[config.mk]
export PLATFORM = sky130hd
export DESIGN_NAME = dbm3d_ctrl
export DESIGN_NICKNAME = d
export VERILOG_FILES = /design/src/rtl/dbm3d_pkg.sv /design/src/rtl/dbm3d_ctrl.sv
export SDC_FILE = /design/constraint.sdc
export NUM_CORES = 1
export LEC_CHECK = 0
export ABC_AREA = 1
export BUFFER_PORTS_ARGS = -buffer_cell sky130_fd_sc_hd__buf_2
export CAP_MARGIN = 10
export CORE_AREA = 5 5 42 44
export DETAILED_ROUTE_END_ITERATION = 10
export DIE_AREA = 0 0 47 49
export PLACE_DENSITY = 0.69
export SYNTH_ARGS = -nofsm -noshare
export SYNTH_HDL_FRONTEND = slang
export SYNTH_SLANG_ARGS = --single-unit
[constraint.sdc]
create_clock -name i_clk -period 1.4 [get_ports i_clk]
set_input_delay 0.14 -clock i_clk [delete_from_list [all_inputs] [get_ports i_clk]]
set_output_delay 0.14 -clock i_clk [all_outputs]
set_load 0.05 [all_outputs]
[src/rtl/dbm3d_pkg.sv]
//------------------------------------------------------------------------------
// dbm3d_pkg
// Types, constants and register indices of the dirty block marker.
//------------------------------------------------------------------------------
`timescale 1ns / 1ps
package dbm3d_pkg;
    localparam int MAX_COLS   = 16;
    localparam int MAX_ROWS   = 16;
    localparam int MAX_LEVELS = 16;
    localparam int COL_W = (MAX_COLS > 1) ? $clog2(MAX_COLS) : 1;
    localparam int ROW_W = (MAX_ROWS > 1) ? $clog2(MAX_ROWS) : 1;
    localparam int LEV_W = (MAX_LEVELS > 1) ? $clog2(MAX_LEVELS) : 1;
    localparam int MASK_DEPTH = MAX_COLS * MAX_ROWS * MAX_LEVELS;
    localparam int ADDR_W = COL_W + ROW_W + LEV_W;
    localparam int CFG_IDX_W  = 3;
    localparam int CFG_DATA_W = 16;
    localparam int TOL_SCALE  = 25600;

    localparam logic [CFG_IDX_W-1:0] REG_DIRECTION    = 3'd0;
    localparam logic [CFG_IDX_W-1:0] REG_BLOCK_SIZE_X = 3'd1;
    localparam logic [CFG_IDX_W-1:0] REG_BLOCK_SIZE_Y = 3'd2;
    localparam logic [CFG_IDX_W-1:0] REG_BLOCK_SIZE_Z = 3'd3;
    localparam logic [CFG_IDX_W-1:0] REG_BLOCK_COLS   = 3'd4;
    localparam logic [CFG_IDX_W-1:0] REG_BLOCK_ROWS   = 3'd5;
    localparam logic [CFG_IDX_W-1:0] REG_BLOCK_LEVELS = 3'd6;
    localparam logic [CFG_IDX_W-1:0] REG_DEPTH_STEP   = 3'd7;

    localparam logic [1:0] DIR_Z = 2'd0;
    localparam logic [1:0] DIR_Y = 2'd1;
    localparam logic [1:0] DIR_X = 2'd2;

    typedef struct packed {
        logic        cmd;
        logic [11:0] cell_first;
        logic [11:0] cell_second;
        logic [23:0] depth;
        logic [3:0]  query_col;
        logic [3:0]  query_row;
        logic [3:0]  query_level;
    } t_in_word;

    typedef struct packed {
        logic [3:0] marked_count;
        logic       bit_value;
        logic       changed;
    } t_out_word;

    typedef enum logic [3:0] {
        ST_CLEAR, ST_IDLE, ST_MUL, ST_DIV_START, ST_DIV_DEPTH, ST_SEL, ST_DIV_AXES,
        ST_FLAGS, ST_WRITE, ST_READ, ST_READ_WAIT, ST_OUT
    } t_state;

    // Commands from the controller to the datapath.
    typedef struct packed {
        logic clear_step;
        logic load;
        logic mul;
        logic div_start;
        logic div_axes;
        logic sel;
        logic flags;
        logic write_step;
        logic read_take;
        logic out_load;
    } t_cmd;

    // Status from the datapath.
    typedef struct packed {
        logic clear_done;
        logic div_done;
        logic write_done;
        logic is_read;
    } t_status;
endpackage

[src/rtl/dbm3d_ctrl.sv]
//------------------------------------------------------------------------------
// dbm3d_ctrl
// Sequencer for clearing, marking and reading the block mask.
//------------------------------------------------------------------------------
`timescale 1ns / 1ps
module dbm3d_ctrl (
    input  logic              i_clk,
    input  logic              i_rst_n,
    input  logic              i_in_valid,
    output logic              o_in_ready,
    output logic              o_out_valid,
    input  logic              i_out_ready,
    input  dbm3d_pkg::t_status i_status,
    output dbm3d_pkg::t_cmd    o_cmd
);
    import dbm3d_pkg::*;

    t_state r_state, n_state;
    logic   r_out_valid, n_out_valid;
    logic   w_accept, w_out_free;

    assign w_out_free = !r_out_valid || i_out_ready;
    assign w_accept   = (r_state == ST_IDLE) && i_in_valid;

    always_comb begin
        n_state = r_state;
        case (r_state)
            ST_CLEAR:     if (i_status.clear_done) n_state = ST_IDLE;
            ST_IDLE:      if (i_in_valid) n_state = ST_MUL;
            ST_MUL:       n_state = i_status.is_read ? ST_READ : ST_DIV_START;
            ST_DIV_START: n_state = ST_DIV_DEPTH;
            ST_DIV_DEPTH: if (i_status.div_done) n_state = ST_SEL;
            ST_SEL:       n_state = ST_DIV_AXES;
            ST_DIV_AXES:  if (i_status.div_done) n_state = ST_FLAGS;
            ST_FLAGS:     n_state = ST_WRITE;
            ST_WRITE:     if (i_status.write_done) n_state = ST_OUT;
            ST_READ:      n_state = ST_READ_WAIT;
            ST_READ_WAIT: n_state = ST_OUT;
            ST_OUT:       if (w_out_free) n_state = ST_IDLE;
            default:      n_state = ST_IDLE;
        endcase
    end

    always_comb begin
        o_cmd = '0;
        n_out_valid = r_out_valid && !i_out_ready;
        case (r_state)
            ST_CLEAR:     o_cmd.clear_step = 1'b1;
            ST_IDLE:      o_cmd.load = w_accept;
            ST_MUL:       o_cmd.mul = 1'b1;
            // The products are registered in the cycle before, so the dividers see them now.
            ST_DIV_START: o_cmd.div_start = 1'b1;
            ST_DIV_DEPTH: o_cmd.sel = i_status.div_done;
            ST_SEL:       o_cmd.div_axes = 1'b1;
            ST_DIV_AXES:  ;
            ST_FLAGS:     o_cmd.flags = 1'b1;
            ST_WRITE:     o_cmd.write_step = 1'b1;
            ST_READ:      o_cmd.read_take = 1'b0;
            ST_READ_WAIT: o_cmd.read_take = 1'b1;
            ST_OUT:       begin
                o_cmd.out_load = w_out_free;
                if (w_out_free) n_out_valid = 1'b1;
            end
            default:      ;
        endcase
    end

    always_ff @(posedge i_clk) begin
        if (!i_rst_n) begin
            r_state     <= ST_CLEAR;
            r_out_valid <= 1'b0;
        end else begin
            r_state     <= n_state;
            r_out_valid <= n_out_valid;
        end
    end

    assign o_in_ready  = (r_state == ST_IDLE);
    assign o_out_valid = r_out_valid;
endmodule

==> reports/results.ini <==
[detailed_routing]
ant_nets = 0
drc = 0
via_per_inst = 4.44
num_vias = 502
routed_wl_mm = 1.18
dr.pass1.iters = 3
initialDrtViolationCount = 5
wl_per_cell_um = 10.4

[sta]
slew_headroom = 0.840
fmax_mhz = 737
period_minus_slack_ps = 1360
setup_slack_ps = 43.3
fin_crit_sh = 0.969
finalHoldViolations = 0
setup_viol = 0
rsz0062_at_grt = yes
drv_slew = 0
worstMarginPinSlew_ps = 239
fin_skew_ps = 4.04

[die]
die_area_sq_mm = 0.00230
die_w_um = 47
num_rows = 14
coreArea_sq_mm = 0.00140
ios = 20
start_util = 0.316
die_h_um = 49

[critical_path]
path_buf_inv = 3
crit_fanout = 5
critical-path-top-delay-family = flip-flops
slowest_stage = dfxtp_4
r2r_start = r_state[3]$_SDFFE_PN0P_
critical_path_required_ps = 1260
end_kind = primary output
cp-start-kind = flop
startpoint = r_state[3]$_SDFFE_PN0P_
crit_type = reg -> out
cp_cell_sequence = inv_2 > nor2_4 > inv_1 > nor3_2 > buf_6
slowest_delay_ps = 380
worstPathArrival_ps = 1220

[power_and_ir_drop]
ir_drop_uv = 913
total_power_uw = 1390
cellPowerDensity_mw_per_mm2 = 2050
p_leak_uw = 0.000348

[yosys]
yosysWarnings = 0
ys_ff_latch = 5
syn_inst = 74
synth_cell_types = 20
synthesis.nets = 82
yosysTopAreaCell = dfxtp_1
synth.cell_area_sq_um = 443
yosys-top-cells-area = dfxtp_1 23%, nor2_1 14%, nand2_1 13%, inv_1 8.5%, nor2_2 8.5%
syn_area_per_cell_sq_um = 5.99
yosysSeqAreaShare = 0.226
synth_top_area_share = 0.226

[global_routing]
grt-ovfl-total = 0
antenna_found_initial = 0
grt_pass1_vias = 471
gr-usage-all-layers = 0.113
grt_pass1_wl_mm = 1.94
grt_max_degree = 11

[placement]
place_ws_ps = 54.7
gp_congestion = 0.769
portBuffers = 19
place_hpwl_um = 948

[cts]
cts_tree = done
cts.clk_slew.worst_paths_ps = 40
cts.sinks = 5
cts_root_buffer = clkbuf_4
clockBufferDepth = 2
clk_latency_ps = 240
htreeDepth = 1
numCtsBuffers = 3
post_cts_hold_buffer_count = 0

[cells_and_area]
syn_to_final_growth_pct = 53.1
layout_commonest_cell = nand2_1
finalNetCount = 106
drive_gt1_frac = 0.495
diodes = 0
final_cell_mix = 15 x nand2_1, 12 x nor2_1, 10 x inv_1

[hold_path]
min_from = i_rst_n
hold_class = in -> reg

[job]
cap_viol_max_count = 0

[status]
status = finished clean

-- logic make-up after synthesis --
logic type      share of synthesized area
compound gates                     0.0819
buf+inv                             0.136
flops                               0.226
simple gates                        0.557
-- stage by stage --
step / setup TNS [ps] / hold WS [ps] / instances / util / cell area [sq um]
after floorplan: -126 / 257 / 74 / - / 460
after global placement: 0 / 418 / 108 / 0.403 / 564
after detailed placement: 0 / 419 / 108 / 0.403 / 564
after CTS: 0 / 151 / 112 / 0.448 / 628
after global routing: -54.2 / 172 / 113 / 0.484 / 678
final: 0 / 161 / 113 / 0.484 / 678
-- per-layer routing --
| metal | GRT usage | share of wire | wire [um] | up-vias |
|---|---|---|---|---|
| met4 | 0.0691 | 0.010 | 12 | 0 |
| met3 | 0.0185 | 0.072 | 85 | 2 |
| li1 | - | - | - | 270 |
| met2 | 0.165 | 0.48 | 562 | 13 |
| met5 | 0 | 0 | 0 | - |
| met1 | 0.148 | 0.44 | 520 | 217 |
-- flip-flops by register name, summed over array words and instances, names as in the netlist --
signal and cells:
o_out_valid 1, r_state 4
-- worst register-to-register path: stages (launching register included) --
cell	delay (ps)
dfxtp_4	360
inv_2	100
nor2_4	50
buf_4	130
nand3b_1	80
nand2_2	80
nor2_2	180
nand2_1	70
nand2_1	80
nor2_2	30
-- synthesized netlist by cell type --
cell type and number:
o21bai_1 1, a21oi_2 1, nand3b_1 2, nor3b_1 1, nand3_1 2, buf_6 1
nand4_1 1, nand2_2 2, o21a_1 1, o21ai_0 1, nor3_1 2, nor2_2 6
a21boi_0 1, nor2_4 1, nor2_1 16, dfxtp_1 5, inv_1 10, inv_2 3
nand3_2 2, nand2_1 15
-- where the power goes --
part | total (uW) | internal [uW] | switching (uW)
Sequential | 286 | 199 | 87.1
Clock | 162 | 108 | 54.9
Combinational | 939 | 314 | 625
Total | 1390 | 621 | 767
-- final timing paths --
check,slack [ps],cells past startpoint,end
worst max-delay path,40,5,o_cmd[1]
worst min-delay path,160,3,r_state[0]$_SDFFE_PN0P_
worst max register to register,130,9,r_state[1]$_SDFFE_PN0P_
worst min register to register,560,2,r_state[3]$_SDFFE_PN0P_
-- area by class of cell --
class	count	area [sq um]
fillers	158	723
multi-input cells	55	313
repair buffers	20	160
flip-flops and latches	5	110
inverters	13	48.8
clock buffers	4	26.3
well taps	16	20.0
-- timing repair --
| item | CTS | global route |
|---|---|---|
| buffers inserted | 0 | 1 |
| pin swaps | 0 | 0 |
| setup endpoints to repair | 11 | 11 |
| resized for setup | 16 | 13 |
Power figures use the tool's default switching activity.
